### config.mk
export PLATFORM = sky130hd
export DESIGN_NAME = circular_queue_with_cursor
export DESIGN_NICKNAME = d
export VERILOG_FILES = /design/src/cqc_pkg.sv /design/src/cqc_ram.sv /design/src/cqc_ctrl.sv /design/src/circular_queue_with_cursor.sv
export VERILOG_INCLUDE_DIRS = /design/src /design/src/src
export SDC_FILE = /design/constraint.sdc
export NUM_CORES = 1
export LEC_CHECK = 0
export BUFFER_PORTS_ARGS = -buffer_cell sky130_fd_sc_hd__buf_4
export CAP_MARGIN = 20
export CORE_MARGIN = 2
export CORE_UTILIZATION = 35
export CTS_CLUSTER_DIAMETER = 50
export DETAILED_ROUTE_END_ITERATION = 16
export SETUP_SLACK_MARGIN = 0.2
export SYNTH_ARGS = -nofsm -noshare
export SYNTH_HDL_FRONTEND = slang
export SYNTH_SLANG_ARGS = --single-unit
### constraint.sdc
create_clock -name clk_i -period 10.15 [get_ports clk_i]
set_input_delay 2.5375 -clock clk_i [delete_from_list [all_inputs] [get_ports clk_i]]
set_output_delay 2.5375 -clock clk_i [all_outputs]
set_load 0.02 [all_outputs]
### src/circular_queue_with_cursor_defines.svh
// ----------------------------------------------------------------------------
// Circular queue with cursor: assertion macros
// Shared assertion helpers for the queue RTL. They assume a clock named
// clk_i and an active-low reset named rst_ni in the module that uses them.
// ----------------------------------------------------------------------------
`ifndef CIRCULAR_QUEUE_WITH_CURSOR_DEFINES_SVH
`define CIRCULAR_QUEUE_WITH_CURSOR_DEFINES_SVH

// Property checked on every rising edge outside of reset.
`define CQC_ASSERT(lbl, prop, msg) \
  lbl: assert property (@(posedge clk_i) disable iff (!rst_ni) prop) else $error(msg);

// Condition that must never be seen outside of reset.
`define CQC_ASSERT_NEVER(lbl, cond, msg) \
  `CQC_ASSERT(lbl, !(cond), msg)

`endif

### src/cqc_pkg.sv
// ----------------------------------------------------------------------------
// Circular queue with cursor: package
// Widths, opcodes, item types and ring index helpers used by the queue RTL.
// ----------------------------------------------------------------------------
package cqc_pkg;

  localparam int unsigned DEPTH  = 16;
  localparam int unsigned ELEM_W = 32;
  localparam int unsigned IDX_W  = $clog2(DEPTH);
  localparam int unsigned CNT_W  = $clog2(DEPTH + 1);
  localparam int unsigned OP_W   = 3;

  localparam logic [CNT_W-1:0] DEPTH_C = CNT_W'(DEPTH);
  localparam logic [CNT_W-1:0] LEN_MIN = CNT_W'(1);

  typedef enum logic [OP_W-1:0] {
    OP_ENQ       = 3'd0,
    OP_DEQ       = 3'd1,
    OP_PEEK_HEAD = 3'd2,
    OP_PEEK_TAIL = 3'd3,
    OP_GET_NEXT  = 3'd4
  } op_e;

  typedef struct packed {
    logic [OP_W-1:0]   op;
    logic [ELEM_W-1:0] data_in;
  } in_item_t;

  typedef struct packed {
    logic              ok;
    logic [ELEM_W-1:0] data_out;
    logic [CNT_W-1:0]  fill_count;
    logic              is_empty;
    logic              is_full;
  } out_item_t;

  // Status of one operation, known before the slot data returns.
  typedef struct packed {
    logic             ok;
    logic [CNT_W-1:0] fill_count;
    logic             is_empty;
    logic             is_full;
  } op_status_t;

  // One access to the slot memory.
  typedef struct packed {
    logic              we;
    logic              re;
    logic [IDX_W-1:0]  addr;
    logic [ELEM_W-1:0] wdata;
  } mem_req_t;

  function automatic logic [IDX_W-1:0] idx_inc(input logic [IDX_W-1:0] idx,
                                               input logic [CNT_W-1:0] len);
    logic [CNT_W-1:0] nxt;
    nxt = {{(CNT_W-IDX_W){1'b0}}, idx} + LEN_MIN;
    return (nxt == len) ? '0 : nxt[IDX_W-1:0];
  endfunction

  function automatic logic [IDX_W-1:0] idx_dec(input logic [IDX_W-1:0] idx,
                                               input logic [CNT_W-1:0] len);
    logic [CNT_W-1:0] last;
    last = len - LEN_MIN;
    return (idx == '0) ? last[IDX_W-1:0] : idx - IDX_W'(1);
  endfunction

endpackage

### src/cqc_ram.sv
// ----------------------------------------------------------------------------
// Circular queue with cursor: slot memory
// Single-port synchronous RAM with registered read data.
// ----------------------------------------------------------------------------
module cqc_ram #(
  parameter int unsigned Depth = 16,
  parameter int unsigned Width = 32
) (
  input  logic                     clk_i,
  input  logic                     we_i,
  input  logic                     re_i,
  input  logic [$clog2(Depth)-1:0] addr_i,
  input  logic [Width-1:0]         wdata_i,
  output logic [Width-1:0]         rdata_o
);

  logic [Width-1:0] mem_q [Depth];
  logic [Width-1:0] rdata_q;

  always_ff @(posedge clk_i) begin
    if (we_i) begin
      mem_q[addr_i] <= wdata_i;
    end
    if (re_i) begin
      rdata_q <= mem_q[addr_i];
    end
  end

  assign rdata_o = rdata_q;

endmodule

### src/cqc_ctrl.sv
// ----------------------------------------------------------------------------
// Circular queue with cursor: queue control
// Holds head, tail, count, cursor and the length register, decodes each
// operation and issues its slot memory access.
// ----------------------------------------------------------------------------
`include "circular_queue_with_cursor_defines.svh"

module cqc_ctrl import cqc_pkg::*; (
  input  logic             clk_i,
  input  logic             rst_ni,
  input  logic             cfg_we_i,
  input  logic [CNT_W-1:0] cfg_wdata_i,
  input  logic             accept_i,
  input  in_item_t         item_i,
  output op_status_t       status_o,
  output mem_req_t         mem_req_o
);

  logic [CNT_W-1:0] len_q;
  logic [CNT_W-1:0] len;
  logic [IDX_W-1:0] head_q, head_d;
  logic [IDX_W-1:0] tail_q, tail_d;
  logic [IDX_W-1:0] cursor_q, cursor_d;
  logic [CNT_W-1:0] count_q, count_d;
  logic             fwd_q, fwd_d;
  logic             ok;
  logic [IDX_W-1:0] tail_prev;
  logic [IDX_W-1:0] head_prev;

  // A length of zero acts as one; anything past the memory acts as full depth.
  always_comb begin
    if (len_q == '0) begin
      len = LEN_MIN;
    end else if (len_q > DEPTH_C) begin
      len = DEPTH_C;
    end else begin
      len = len_q;
    end
  end

  assign tail_prev = idx_dec(tail_q, len);
  assign head_prev = idx_dec(head_q, len);

  always_comb begin
    head_d          = head_q;
    tail_d          = tail_q;
    cursor_d        = cursor_q;
    count_d         = count_q;
    fwd_d           = fwd_q;
    ok              = 1'b0;
    mem_req_o.we    = 1'b0;
    mem_req_o.re    = 1'b0;
    mem_req_o.addr  = head_q;
    mem_req_o.wdata = item_i.data_in;

    unique case (item_i.op)
      OP_ENQ: begin
        mem_req_o.addr = tail_q;
        if (count_q < len) begin
          mem_req_o.we = accept_i;
          tail_d       = idx_inc(tail_q, len);
          count_d      = count_q + LEN_MIN;
          ok           = 1'b1;
        end
      end
      OP_DEQ: begin
        if (count_q != '0) begin
          mem_req_o.re = accept_i;
          head_d       = idx_inc(head_q, len);
          count_d      = count_q - LEN_MIN;
          ok           = 1'b1;
        end
      end
      OP_PEEK_HEAD: begin
        fwd_d    = 1'b1;
        cursor_d = idx_inc(head_q, len);
        if (count_q != '0) begin
          mem_req_o.re = accept_i;
          ok           = 1'b1;
        end
      end
      OP_PEEK_TAIL: begin
        fwd_d          = 1'b0;
        cursor_d       = tail_prev;
        mem_req_o.addr = tail_prev;
        if (count_q != '0) begin
          mem_req_o.re = accept_i;
          cursor_d     = idx_dec(tail_prev, len);
          ok           = 1'b1;
        end
      end
      OP_GET_NEXT: begin
        mem_req_o.addr = cursor_q;
        if (count_q != '0) begin
          if (fwd_q) begin
            if (cursor_q != tail_q) begin
              mem_req_o.re = accept_i;
              cursor_d     = idx_inc(cursor_q, len);
              ok           = 1'b1;
            end
          end else if (cursor_q != head_prev) begin
            mem_req_o.re = accept_i;
            cursor_d     = idx_dec(cursor_q, len);
            ok           = 1'b1;
          end
        end
      end
      default: begin
      end
    endcase

    status_o.ok         = ok;
    status_o.fill_count = count_d;
    status_o.is_empty   = (count_d == '0);
    status_o.is_full    = (count_d == len);
  end

  always_ff @(posedge clk_i or negedge rst_ni) begin
    if (!rst_ni) begin
      len_q    <= DEPTH_C;
      head_q   <= '0;
      tail_q   <= '0;
      cursor_q <= '0;
      count_q  <= '0;
      fwd_q    <= 1'b0;
    end else if (cfg_we_i) begin
      // A length write empties the queue; slot contents stay.
      len_q    <= cfg_wdata_i;
      head_q   <= '0;
      tail_q   <= '0;
      cursor_q <= '0;
      count_q  <= '0;
      fwd_q    <= 1'b0;
    end else if (accept_i) begin
      head_q   <= head_d;
      tail_q   <= tail_d;
      cursor_q <= cursor_d;
      count_q  <= count_d;
      fwd_q    <= fwd_d;
    end
  end

  `CQC_ASSERT(a_count_in_len, count_q <= len, "fill count exceeds active length")
  `CQC_ASSERT(a_ptrs_in_len, (head_q < len) && (tail_q < len), "head or tail outside ring")
  `CQC_ASSERT_NEVER(a_rw_same_cycle, mem_req_o.we && mem_req_o.re, "slot read and write together")
  `CQC_ASSERT(a_full_enq_holds, accept_i && !cfg_we_i && (item_i.op == OP_ENQ) && (count_q == len) |=> $stable(count_q), "enqueue into full queue changed count")

endmodule

### src/circular_queue_with_cursor.sv
// ----------------------------------------------------------------------------
// Circular queue with cursor: top level
// Ring-buffer FIFO of up to 16 32-bit elements with a browse cursor.
// ----------------------------------------------------------------------------
// The block takes one item per clock cycle unless in_stall_o is high and
// returns one result item for each, in order, via the read stage and the
// output register. The slot store is a single-port RAM with registered read
// data; queue pointers and status are updated when the item is accepted, so
// the next item may follow at once. A result waits in an output register
// while the downstream side stalls; one more item can be taken into the
// read stage behind it before the input stalls. Writing the length register
// empties the queue and must happen only while no item is in flight.

module circular_queue_with_cursor import cqc_pkg::*; (
  input  logic             clk_i,
  input  logic             rst_ni,
  input  logic             cfg_we_i,
  input  logic [CNT_W-1:0] cfg_wdata_i,
  input  logic             in_valid_i,
  output logic             in_stall_o,
  input  in_item_t         in_item_i,
  output logic             out_valid_o,
  input  logic             out_stall_i,
  output out_item_t        out_item_o
);

  logic              accept;
  logic              pend_move;
  logic              pend_valid_q;
  logic              pend_rd_q;
  logic              out_valid_q;
  op_status_t        status;
  op_status_t        pend_status_q;
  mem_req_t          mem_req;
  logic [ELEM_W-1:0] rdata;
  out_item_t         out_item_q;

  assign pend_move  = pend_valid_q && (!out_valid_q || !out_stall_i);
  assign in_stall_o = pend_valid_q && !pend_move;
  assign accept     = in_valid_i && !in_stall_o;

  cqc_ctrl u_ctrl (
    .clk_i      (clk_i),
    .rst_ni     (rst_ni),
    .cfg_we_i   (cfg_we_i),
    .cfg_wdata_i(cfg_wdata_i),
    .accept_i   (accept),
    .item_i     (in_item_i),
    .status_o   (status),
    .mem_req_o  (mem_req)
  );

  cqc_ram #(
    .Depth(DEPTH),
    .Width(ELEM_W)
  ) u_ram (
    .clk_i  (clk_i),
    .we_i   (mem_req.we),
    .re_i   (mem_req.re),
    .addr_i (mem_req.addr),
    .wdata_i(mem_req.wdata),
    .rdata_o(rdata)
  );

  always_ff @(posedge clk_i or negedge rst_ni) begin
    if (!rst_ni) begin
      pend_valid_q <= 1'b0;
      out_valid_q  <= 1'b0;
    end else begin
      pend_valid_q <= accept || (pend_valid_q && !pend_move);
      out_valid_q  <= pend_move || (out_valid_q && out_stall_i);
    end
  end

  // Only items that read a slot return its data; an enqueue answers zero.
  always_ff @(posedge clk_i) begin
    if (accept) begin
      pend_status_q <= status;
      pend_rd_q     <= mem_req.re;
    end
    if (pend_move) begin
      out_item_q.ok         <= pend_status_q.ok;
      out_item_q.data_out   <= pend_rd_q ? rdata : '0;
      out_item_q.fill_count <= pend_status_q.fill_count;
      out_item_q.is_empty   <= pend_status_q.is_empty;
      out_item_q.is_full    <= pend_status_q.is_full;
    end
  end

  assign out_valid_o = out_valid_q;
  assign out_item_o  = out_item_q;

endmodule

==> results of run 1 <==
-- sequential cells by signal, indices dropped and copies added, names as in the netlist --
register	count
pend_status_q	8
u_ctrl.head_q	4
u_ctrl.cursor_q	4
pend_valid_q	1
u_ctrl.len_q	5
out_item_o	40
u_ram.mem_q	512
u_ctrl.tail_q	4
out_valid_o	1
u_ctrl.fwd_q	1
u_ctrl.count_q	5
pend_rd_q	1
u_ram.rdata_o	32
-- critical path, stage by stage --
cell and delay [ns]:
buf_4 0.19, nor2_1 0.45, a2bb2oi_1 0.42, nand2_1 0.17, o21ai_4 0.08, buf_4 0.74, nand3_1 0.53, nor2_4 0.65
buf_4 0.50
-- layout by cell type (no fill, tap or decap), types with 4 or more instances in the layout --
cell type,n
nand4_1,5
nand3_1,14
a221o_1,32
nor2_1,33
a21o_1,7
xor2_1,5
nand2_1,164
a31oi_1,69
clkinvlp_4,8
nor2_4,18
o211ai_1,7
inv_1,25
and2_1,33
inv_6,4
clkinv_2,11
clkinv_1,12
dfrtp_1,24
nand2b_1,10
mux2i_1,134
xnor2_1,21
and3_1,4
ha_1,15
o311ai_0,4
o21ai_0,25
a21oi_1,17
nor3b_1,4
or3_1,9
a211oi_1,71
clkbuf_16,73
clkbuf_1,10
buf_4,111
edfxtp_1,593
o22ai_1,38
mux2_2,70
nor2b_1,69
nor3_1,14
-- power by group through the flow --
stage / registers [mW] / logic [mW] / clock network (mW)
after floorplan: 2.92 / 0.337 / 0
after global placement: 2.92 / 0.503 / 0
after detailed placement: 2.92 / 0.513 / 0
after CTS: 2.87 / 0.514 / 2.49
after global routing: 2.87 / 0.558 / 2.59
final: 2.86 / 0.509 / 2.45
-- area by class of cell --
type	instances	area, um^2
Multi-Input combinational cell	954	6953
Clock buffer	83	1864
Clock inverter	43	382.9
Fill cell	6592	43170
Timing Repair Buffer	117	975.9
Sequential cell	618	18430
Tap cell	959	1200
Antenna cell	1	2.502
Inverter	26	97.59
-- per-layer routing --
metal	up-vias	share of wire, %	GRT usage (%)
met5	-	0.013	0
met4	2	2.0	3.979
met1	7490	45	22.29
met2	427	47	25.32
li1	6776	-	-
met3	95	6.5	3.372
-- per-stage QoR --
stage                     worst slack [ns]  cells  util [%]
after floorplan                      4.164   1703         -
after global placement               3.450   2669     37.68
after detailed placement             3.454   2674     37.85
after CTS                            4.090   2800     40.92
after global routing                 3.857   2800     40.92
final                                4.087   2801     40.93
-- cell usage after synthesis, drive strengths merged, types with 4 or more instances --
library cell	number	area share [%]
a211oi	72	2.1
edfxtp	593	69
and3	4	0.097
nand4	5	0.12
nor2	52	0.76
nand2b	10	0.24
buf	69	1.9
a31oi	69	1.7
a21oi	18	0.35
xor2	5	0.17
ha	15	0.72
o311ai	4	0.14
or3	9	0.22
and2	33	0.80
mux2	70	3.0
a221o	32	1.2
o21ai	29	0.57
o211ai	7	0.20
dfrtp	24	2.3
o22ai	38	0.92
nand3	14	0.27
mux2i	134	5.2
nor2b	69	1.7
a21o	7	0.20
nor3b	5	0.16
clkbuf	36	0.53
xnor2	21	0.71
inv	25	0.36
nor3	15	0.31
nand2	166	2.4
-- path summary, 6_finish.rpt --
path	cells past startpoint	slack, ns	to	from
setup / recovery	9	4.09	u_ram.mem_q[9][4]	in_item_i[32]
hold / removal	0	0.42	out_item_o[5]	pend_status_q[5]
setup reg to reg	12	4.75	u_ram.mem_q[12][29]	u_ctrl.len_q[4]
hold reg to reg	0	0.42	out_item_o[5]	pend_status_q[5]
max in group asynchronous	1	7.99	u_ctrl.len_q[4]	rst_ni
min in group asynchronous	1	1.85	u_ctrl.head_q[3]	rst_ni
-- kinds of logic (layout without fill, tap and decap cells) --
family,after synthesis,count (layout),synth area share [%]
flip-flops,618,618,71.13
AND/OR/NAND/NOR,394,394,7.454
buffers and inverters,131,269,2.757
AO/OA/AOI/OAI,314,314,8.753
multiplexers,204,204,8.217
XOR/XNOR,27,27,0.9656
adder cells (fa/ha/maj),15,15,0.7242
other,0,1,0
==> results.sh, run 1 <==
export IMPL_clk_latency_ns=0.62
export IMPL_clock_fmax_ghz=0.1649
export IMPL_synth_edff_count=593
export IMPL_total_power_mw=5.823
export IMPL_setup_tns_ns=0
export IMPL_drive_gt1_share_pct=18.03
export IMPL_async_reset_ff_share_pct=4.045
export IMPL_dieArea_mm2=0.07624
export IMPL_cts_tree="done"
export IMPL_maxCapViolCount=0
export IMPL_rsz0062_at_grt="no"
export IMPL_skew_ns=0.03490
export IMPL_gr_total_overflow=0
export IMPL_ios=87
export IMPL_vdd_drop_max_mv=0.1268
export IMPL_post_drt_wl_per_cell_um=22.04
export IMPL_hold_viol_final=0
export IMPL_p_leak_nw=10.40
export IMPL_relSlewSlack_pct=32.36
export IMPL_avgSynthCellArea_um2=15.22
export IMPL_core_mm2=0.07308
export IMPL_end_kind="flop"
export IMPL_power_switching_mw=1.383
export IMPL_wirelength_um=61740
export IMPL_crit_required_ns=10.40
export IMPL_first_global_vias=14630
export IMPL_setup_viol=0
export IMPL_syn_to_final_growth_pct=15.41
export IMPL_ys_seq_area_share_pct=71.13
export IMPL_drc_errors=0
export IMPL_status="completed"
export IMPL_worstHoldPathType="flop to flop"
export IMPL_p_int_mw=4.440
export IMPL_crit_type="primary input to flop"
export IMPL_min_period_ns=6.064
export IMPL_holdWs_ns=0.4174
export IMPL_start_util_pct=35.46
export IMPL_die_y_um=276.1
export IMPL_timing_final_crit_share_pct=59.74
export IMPL_power_density_mw_per_mm2=194.7
export IMPL_syn_nets=1763
export IMPL_dp_hpwl_um=34760
export IMPL_cts_hold_buf=0
export IMPL_cp_start_kind="primary input"
export IMPL_ant_nets=0
export IMPL_htreeDepth=3
export IMPL_syn_area_mm2=0.02592
export IMPL_place_area_mm2=0.02766
export IMPL_path_clk_slew_ns=0.06
export IMPL_design_final_nets=1847
export IMPL_dieWidth_um=276.1
export IMPL_clock_sinks=618
export IMPL_ys_ff_latch=618
export IMPL_yosysWarnings=0
export IMPL_drtIter0Drc=1390
export IMPL_finalMaxSlewViolations=0
export IMPL_synthCells=1703
export IMPL_worst_pin_slew_ns=1.015
export IMPL_io_buffers=86
export IMPL_drtPass1Iterations=5
export IMPL_num_vias=14790
export IMPL_power_frac_comb_pct=8.7
export IMPL_gp_congestion=0.8303
export IMPL_postCtsResizedCells=0
export IMPL_grt_antenna_before_repair=2
export IMPL_vias_per_cell=5.280
export IMPL_cts_setup_buffers=0
export IMPL_synth_ff_type="edfxtp_1"
export IMPL_netSwitchingFraction_pct=23.75
export IMPL_ctsRootBufferMaster="clkbuf_16"
export IMPL_arrival_ns=6.31
export IMPL_std_cell_rows=99
export IMPL_crit_path_max_fanout=66
export IMPL_grt_use_total_pct=15.93
export IMPL_clkPwrFrac_pct=42.1
export IMPL_cts_buffers_inserted=70
export IMPL_grt_max_degree=135
export IMPL_final_cell_area_mm2=0.02991
export IMPL_ys_types=76
export IMPL_clock_path_buffers=3
export IMPL_grt_pass1_wl_um=92420
export IMPL_p_seq_share_pct=49.2
(Power assumes the default switching activity.)
==> run 2, diff against run 1 <==
==> constraint.sdc (replaced) <==
create_clock -name clk_i -period 5 [get_ports clk_i]
set_input_delay 1.25 -clock clk_i [delete_from_list [all_inputs] [get_ports clk_i]]
set_output_delay 1.25 -clock clk_i [all_outputs]
set_load 0.02 [all_outputs]
==> run 2 against run 1 <==
  * Power rose by 100%
  * Sequential share of layout area fell by 0.74 points
  * Count of clock-buffer cells in the layout is 5 higher
  * Combinational power grew 110%
  * Setup slack got worse by 3.1 ns
  * First-iteration DRC count fell by 4.9%
  * Die area unchanged
  * Non-clock buffer count is 27 higher
  * Critical endpoint is now u_ram.mem_q[5][20]
  * Highest routed layer unchanged
==> results.sh, run 2 (synthesis results as in run 1) <==
export IMPL_status="completed"
export IMPL_die_y_um=276.1
export IMPL_io_buffers=86
export IMPL_use_met2_pct=25.62
export IMPL_first_global_vias=14770
export IMPL_vdd_drop_max_mv=0.1872
export IMPL_worst_r2r_cell_count=10
export IMPL_multi_input_area_mm2=0.006953
export IMPL_crit_path_max_fanout=26
export IMPL_clock_fmax_ghz=0.2481
export IMPL_syn_to_final_growth_pct=16.82
export IMPL_clock_path_buffers=3
export IMPL_drtIter0Drc=1322
export IMPL_cp_slowest_cell="dfstp_2"
export IMPL_design_final_nets=1876
export IMPL_skew_ns=0.03648
export IMPL_final_common_cell="edfxtp_1"
export IMPL_total_power_mw=11.88
export IMPL_grt_use_total_pct=15.92
export IMPL_path_buf_inv=2
export IMPL_top_register="u_ram.mem_q"
export IMPL_path_clk_slew_ns=0.05
export IMPL_ant_nets=0
export IMPL_drc_errors=0
export IMPL_cp_start_kind="flop"
export IMPL_rsz0062_at_grt="no"
export IMPL_crit_required_ns=5.29
export IMPL_netSwitchingFraction_pct=23.32
export IMPL_hold_viol_final=0
export IMPL_mostFrequentLayoutCells="edfxtp_1 (593), nand2_1 (164), mux2i_1 (134)"
export IMPL_fill_cells=6612
export IMPL_start_util_pct=35.46
export IMPL_whs_path_depth=0
export IMPL_grt_antenna_before_repair=4
export IMPL_clk_latency_ns=0.62
export IMPL_cts_tree="done"
export IMPL_drive_gt1_share_pct=18.96
export IMPL_maxCapViolCount=0
export IMPL_timing_final_crit_share_pct=80.62
export IMPL_setup_viol=0
export IMPL_dpl_worst_slack_ns=0.6665
export IMPL_core_mm2=0.07308
export IMPL_gr_total_overflow=0
export IMPL_cts_setup_buffers=0
export IMPL_end_kind="flop"
export IMPL_grtUsageMet3_pct=3.405
export IMPL_num_vias=14930
export IMPL_dieArea_mm2=0.07624
export IMPL_crit_type="flop to flop"
export IMPL_min_period_ns=4.031
export IMPL_finalMaxSlewViolations=0
export IMPL_slowest_delay_ns=0.71
export IMPL_regArea_mm2=0.01843
export IMPL_relSlewSlack_pct=35.20
export IMPL_grt_max_degree=92
export IMPL_htreeDepth=3
export IMPL_setup_tns_ns=0
export IMPL_grt_use_met1_pct=21.64
export IMPL_setup_slack_ns=0.9692
export IMPL_ctsRootBufferMaster="clkbuf_16"
export IMPL_ios=87
export IMPL_top_usage_layer="met2"
export IMPL_worstHoldPathType="flop to flop"
export IMPL_cp_top_family="simple AND/OR/NAND/NOR gates"
export IMPL_post_drt_wl_per_cell_um=21.62
export IMPL_crit_cells=10
export IMPL_std_cell_rows=99
export IMPL_power_density_mw_per_mm2=392.2
export IMPL_largest_reg_flops=512
export IMPL_drtPass1Iterations=5
export IMPL_arrival_ns=4.32
export IMPL_gp_congestion=0.8494
export IMPL_postCtsResizedCells=0
export IMPL_clock_sinks=618
export IMPL_vias_per_cell=5.272
export IMPL_p_leak_nw=10.60
export IMPL_power_switching_mw=2.769
export IMPL_grt_pass1_wl_um=92460
export IMPL_clkPwrFrac_pct=41.9
export IMPL_wirelength_um=61220
export IMPL_p_seq_share_pct=49.0
export IMPL_p_int_mw=9.106
export IMPL_dp_hpwl_um=35450
export IMPL_power_frac_comb_pct=9.1
export IMPL_dieWidth_um=276.1
export IMPL_cts_hold_buf=0
export IMPL_worst_pin_slew_ns=0.9598
export IMPL_cts_buffers_inserted=72
export IMPL_crit_chain="nand2b_1 -> ha_1 -> a211oi_1 -> o21bai_1 -> a21oi_1 -> buf_4 -> and3_1 -> nand3_1 -> nor2_4 -> buf_12"
[run 2: cell count changes in the layout (fill, tap and decap cells not counted), moves of 3 or more]
cell,previous run,this run
buf_12,3,19
clkinv_1,12,16
clkbuf_1,10,14
buf_16,3,0
clkinvlp_4,8,3
buf_4,111,125
[run 2: cell type report]
type | count | area share, %
sequential | 618 | 60.89
multi-input combinational | 954 | 22.97
clock buffer | 88 | 6.253
timing repair buffer | 144 | 4.356
tap | 959 | 3.963
clock inverter | 42 | 1.244
inverter | 26 | 0.3224
antenna | 1 | 0.008265
[run 2: power by group through the flow]
stage	sequential, mW	combinational, mW	clock, mW
floorplan	5.94	0.684	0
global placement	5.92	1.06	0
detailed placement	5.92	1.08	0
CTS	5.82	1.08	5.09
global route	5.82	1.18	5.29
finish	5.81	1.08	4.98
[run 2: path summary, 6_finish.rpt]
kind	start	endpoint	slack [ns]
hold / removal	pend_status_q[0]	out_item_o[0]	0.41
hold reg to reg	pend_status_q[0]	out_item_o[0]	0.41
setup reg to reg	u_ctrl.len_q[4]	u_ram.mem_q[5][20]	0.97
min in group asynchronous	rst_ni	u_ctrl.tail_q[3]	0.59
setup / recovery	u_ctrl.len_q[4]	u_ram.mem_q[5][20]	0.97
max in group asynchronous	rst_ni	u_ctrl.len_q[4]	4.09
[run 2: layer usage]
metal | wire length, um | up-vias | part of all wire (%)
met1 | 27040 | 7508 | 44
met5 | 44 | - | 0.072
li1 | - | 6837 | -
met3 | 3864 | 107 | 6.3
met2 | 28950 | 472 | 47
met4 | 1321 | 6 | 2.2
[run 2: worst reg2reg max path, cell delays in order, from the launching register on]
cell and delay, ns:
dfstp_2 0.71, nand2b_1 0.47, ha_1 0.34, a211oi_1 0.28, o21bai_1 0.15, a21oi_1 0.13
buf_4 0.17, and3_1 0.34, nand3_1 0.38, nor2_4 0.42, buf_12 0.30
[run 2: through the flow]
stage	hold slack, ns	utilization, %	area (um^2)	std cells
after CTS	0.4118	41.40	30250	2830
after detailed placement	0.4071	38.29	27980	2700
after global placement	0.4042	38.29	27980	2700
final	0.4133	41.43	30280	2832
after global routing	0.4223	41.42	30270	2831
after floorplan	0.4003	-	25920	1703
==> run 3, diff against run 2 <==
--- a/config.mk
+++ b/config.mk
@@ -6,6 +6,7 @@
 export SDC_FILE = /design/constraint.sdc
 export NUM_CORES = 1
 export LEC_CHECK = 0
+export ABC_AREA = 1
 export BUFFER_PORTS_ARGS = -buffer_cell sky130_fd_sc_hd__buf_4
 export CAP_MARGIN = 20
 export CORE_MARGIN = 2
==> constraint.sdc (replaced) <==
create_clock -name clk_i -period 4 [get_ports clk_i]
set_input_delay 1 -clock clk_i [delete_from_list [all_inputs] [get_ports clk_i]]
set_output_delay 1 -clock clk_i [all_outputs]
set_load 0.02 [all_outputs]
==> run 3 against run 2 <==
  * Synthesized cell count rose by 61%
  * Routed wire length up 21%
  * Critical endpoint is now u_ram.rdata_o[21]
  * Hold slack got worse by 0.11 ns
  * Setup slack worse by 0.49 ns
  * Critical path depth grew 6
  * Cell count increased by 39%
  * Non-clock buffer count increased by 9
  * Sequential power up 25%
  * Largest cell class unchanged
  * Clock power increased by 44%
  * Sequential share of layout area decreased by 4.1 points
==> results.sh, run 3 <==
export IMPL_arrival_ns=3.99
export IMPL_syn_to_final_growth_pct=18.48
export IMPL_syn_area_mm2=0.02740
export IMPL_rrSetupSlack_ns=0.48
export IMPL_num_vias=19370
export IMPL_clock_sinks=618
export IMPL_reg2reg_to="u_ram.rdata_o[21]"
export IMPL_largest_reg_flops=512
export IMPL_grt_max_degree=129
export IMPL_total_power_mw=15.87
export IMPL_synthCells=2736
export IMPL_path_clk_slew_ns=0.06
export IMPL_first_global_vias=18700
export IMPL_min_period_ns=3.518
export IMPL_relSlewSlack_pct=40.90
export IMPL_ctsRootBufferMaster="clkbuf_16"
export IMPL_top_register="u_ram.mem_q"
export IMPL_drtPass1Iterations=5
export IMPL_syn_nets=2796
export IMPL_timing_final_crit_share_pct=87.96
export IMPL_worstHoldPathType="primary input to async pin"
export IMPL_crit_path_max_fanout=126
export IMPL_worst_r2r_cell_count=16
export IMPL_maxCapViolCount=0
export IMPL_worst_pin_slew_ns=0.8864
export IMPL_drtIter0Drc=1620
export IMPL_grt_use_total_pct=18.21
export IMPL_avgSynthCellArea_um2=10.02
export IMPL_use_met2_pct=29.78
export IMPL_synth_top_area_cell="edfxtp_1"
export IMPL_hold_viol_final=0
export IMPL_ant_nets=0
export IMPL_start_util_pct=35.37
export IMPL_finalCoreUtilization_pct=41.91
export IMPL_ios=87
export IMPL_top_usage_layer="met2"
export IMPL_cts_buffers_inserted=81
export IMPL_setup_viol=0
export IMPL_drc_errors=0
export IMPL_async_reset_ff_share_pct=4.045
export IMPL_place_area_mm2=0.02978
export IMPL_yosysWarnings=0
export IMPL_final_common_cell="nand2_1"
export IMPL_wirelength_um=74100
export IMPL_synth_top_cells_by_count="nand2_1 (1,439), edfxtp_1 (593), inv_1 (155), nand4_1 (134), buf_2 (74)"
export IMPL_yosys_cell_count_top_type="nand2_1"
export IMPL_mostFrequentLayoutCells="nand2_1 (1,439), edfxtp_1 (593), inv_1 (155)"
export IMPL_grt_antenna_before_repair=3
export IMPL_htreeDepth=3
export IMPL_synth_ff_type="edfxtp_1"
export IMPL_ys_types=39
export IMPL_clock_path_buffers=3
export IMPL_netlist_area_leader_share_pct=64.99
export IMPL_synth_top_cells_by_area="edfxtp_1 (65%), nand2_1 (20%), nand4_1 (3.1%), dfrtp_1 (2.2%), inv_1 (2.1%)"
export IMPL_core_mm2=0.07747
export IMPL_dieWidth_um=283.8
export IMPL_clk_latency_ns=0.63
export IMPL_postCtsResizedCells=0
export IMPL_grtUsageMet3_pct=2.950
export IMPL_cts_tree="done"
export IMPL_grt_use_met1_pct=24.95
export IMPL_synth_edff_count=593
export IMPL_status="completed"
export IMPL_diodes=0
export IMPL_cp_start_kind="flop"
export IMPL_design_final_nets=2897
export IMPL_grt_pass1_wl_um=113700
export IMPL_power_density_mw_per_mm2=488.9
export IMPL_vdd_drop_max_mv=0.3256
export IMPL_p_leak_nw=13.52
export IMPL_ys_seq_area_share_pct=67.27
export IMPL_ys_ff_latch=618
export IMPL_std_cell_rows=102
export IMPL_end_kind="flop"
export IMPL_gp_congestion=0.9058
export IMPL_finalMaxSlewViolations=0
export IMPL_io_buffers=86
export IMPL_crit_type="flop to flop"
export IMPL_crit_required_ns=4.47
export IMPL_clock_fmax_ghz=0.2842
export IMPL_dp_hpwl_um=39970
export IMPL_skew_ns=0.03444
export IMPL_post_drt_wl_per_cell_um=18.80
export IMPL_dieArea_mm2=0.08054
export IMPL_gr_total_overflow=0
export IMPL_rsz0062_at_grt="yes"
export IMPL_drive_gt1_share_pct=11.47
export IMPL_vias_per_cell=4.915
export IMPL_final_cell_area_mm2=0.03246
export IMPL_cts_hold_buf=0
export IMPL_die_y_um=283.8
export IMPL_rr_startpoint="u_ctrl.len_q[1]"
-- run 3: changes by cell type after synthesis, sizes merged, moves of 68 or more --
| cell | delta |
|---|---|
| nand2 | +1278 |
| inv | +144 |
| nand4 | +129 |
| mux2i | -134 |
| nor2b | -69 |
| a211oi | -72 |
| mux2 | -70 |
| a31oi | -68 |
-- run 3: kinds of logic after synthesis --
group	after synthesis	synth area share [%]
AND/OR/NAND/NOR	1707	25.23
buffers and inverters	305	4.658
flip-flops	618	67.27
XOR/XNOR	18	0.5753
AO/OA/AOI/OAI	73	1.575
adder cells (fa/ha/maj)	15	0.6849
-- run 3: how the worst max path moves through the flow --
stage                                from                  to  slack [ns]  cells after the start
after detailed placement    in_item_i[34]   u_ram.rdata_o[12]        0.52                     17
final                     u_ctrl.len_q[1]   u_ram.rdata_o[21]        0.48                     16
after floorplan           u_ctrl.len_q[4]   u_ram.mem_q[4][0]       -0.05                     16
after CTS                 u_ctrl.len_q[1]  u_ram.mem_q[5][31]        0.51                     14
after global routing      u_ctrl.len_q[1]  u_ram.mem_q[5][28]        0.19                     14
after global placement    u_ctrl.len_q[1]  u_ram.mem_q[3][12]        0.55                     14
-- run 3: layout make-up --
type	instances	area, um^2
inverters	170	645.6
clock buffers	94	2097
fillers	7394	45000
well taps	1040	1301
repair buffers	153	1536
clock inverters	54	581.8
flip-flops and latches	618	18430
multi-input cells	1813	7869
-- run 3: critical path, cell delays in order, from the launching register on --
cell and delay (ns):
dfrtp_1 0.42, nor2_1 0.20, nand2_1 0.11, nand2_1 0.14, nand2_1 0.19, ha_1 0.34
inv_1 0.09, o21ai_2 0.25, o21ai_1 0.16, nor2_4 0.25, buf_12 0.53, nand2_1 0.11
nand2_1 0.09, nand2_1 0.09, nand2_1 0.11, inv_1 0.05, nand2_1 0.06
-- run 3: stage by stage --
step                hold slack [ns]  setup TNS [ns]  worst slack (ns)  cells
floorplan                    0.4003          -21.83          -0.05153   2736
global placement             0.4008               0            0.5516   3793
detailed placement           0.4045               0            0.5158   3793
CTS                          0.2775               0            0.5081   3941
global route                 0.3102               0            0.1889   3942
finish                       0.2984               0            0.4817   3942
-- run 3: metal layers --
| metal | vias to the layer above | part of all wire (%) | wire, um |
|---|---|---|---|
| met2 | 558 | 47 | 34910 |
| met1 | 9403 | 45 | 33480 |
| met5 | - | 0.046 | 34 |
| met4 | 6 | 1.9 | 1423 |
| li1 | 9286 | - | - |
| met3 | 120 | 5.7 | 4249 |
-- run 3: what timing repair did --
| item | 4_1_cts | 5_1_grt |
|---|---|---|
| endpoints found under the setup margin | 0 | 35 |
| setup buffers | 0 | 1 |
| hold endpoints to repair | 0 | 0 |
-- run 3: power breakdown --
part	switching (mW)	internal (mW)	total (mW)
sequential	0.0460	7.20	7.24
clock	2.92	4.23	7.15
combinational	1.03	0.442	1.48
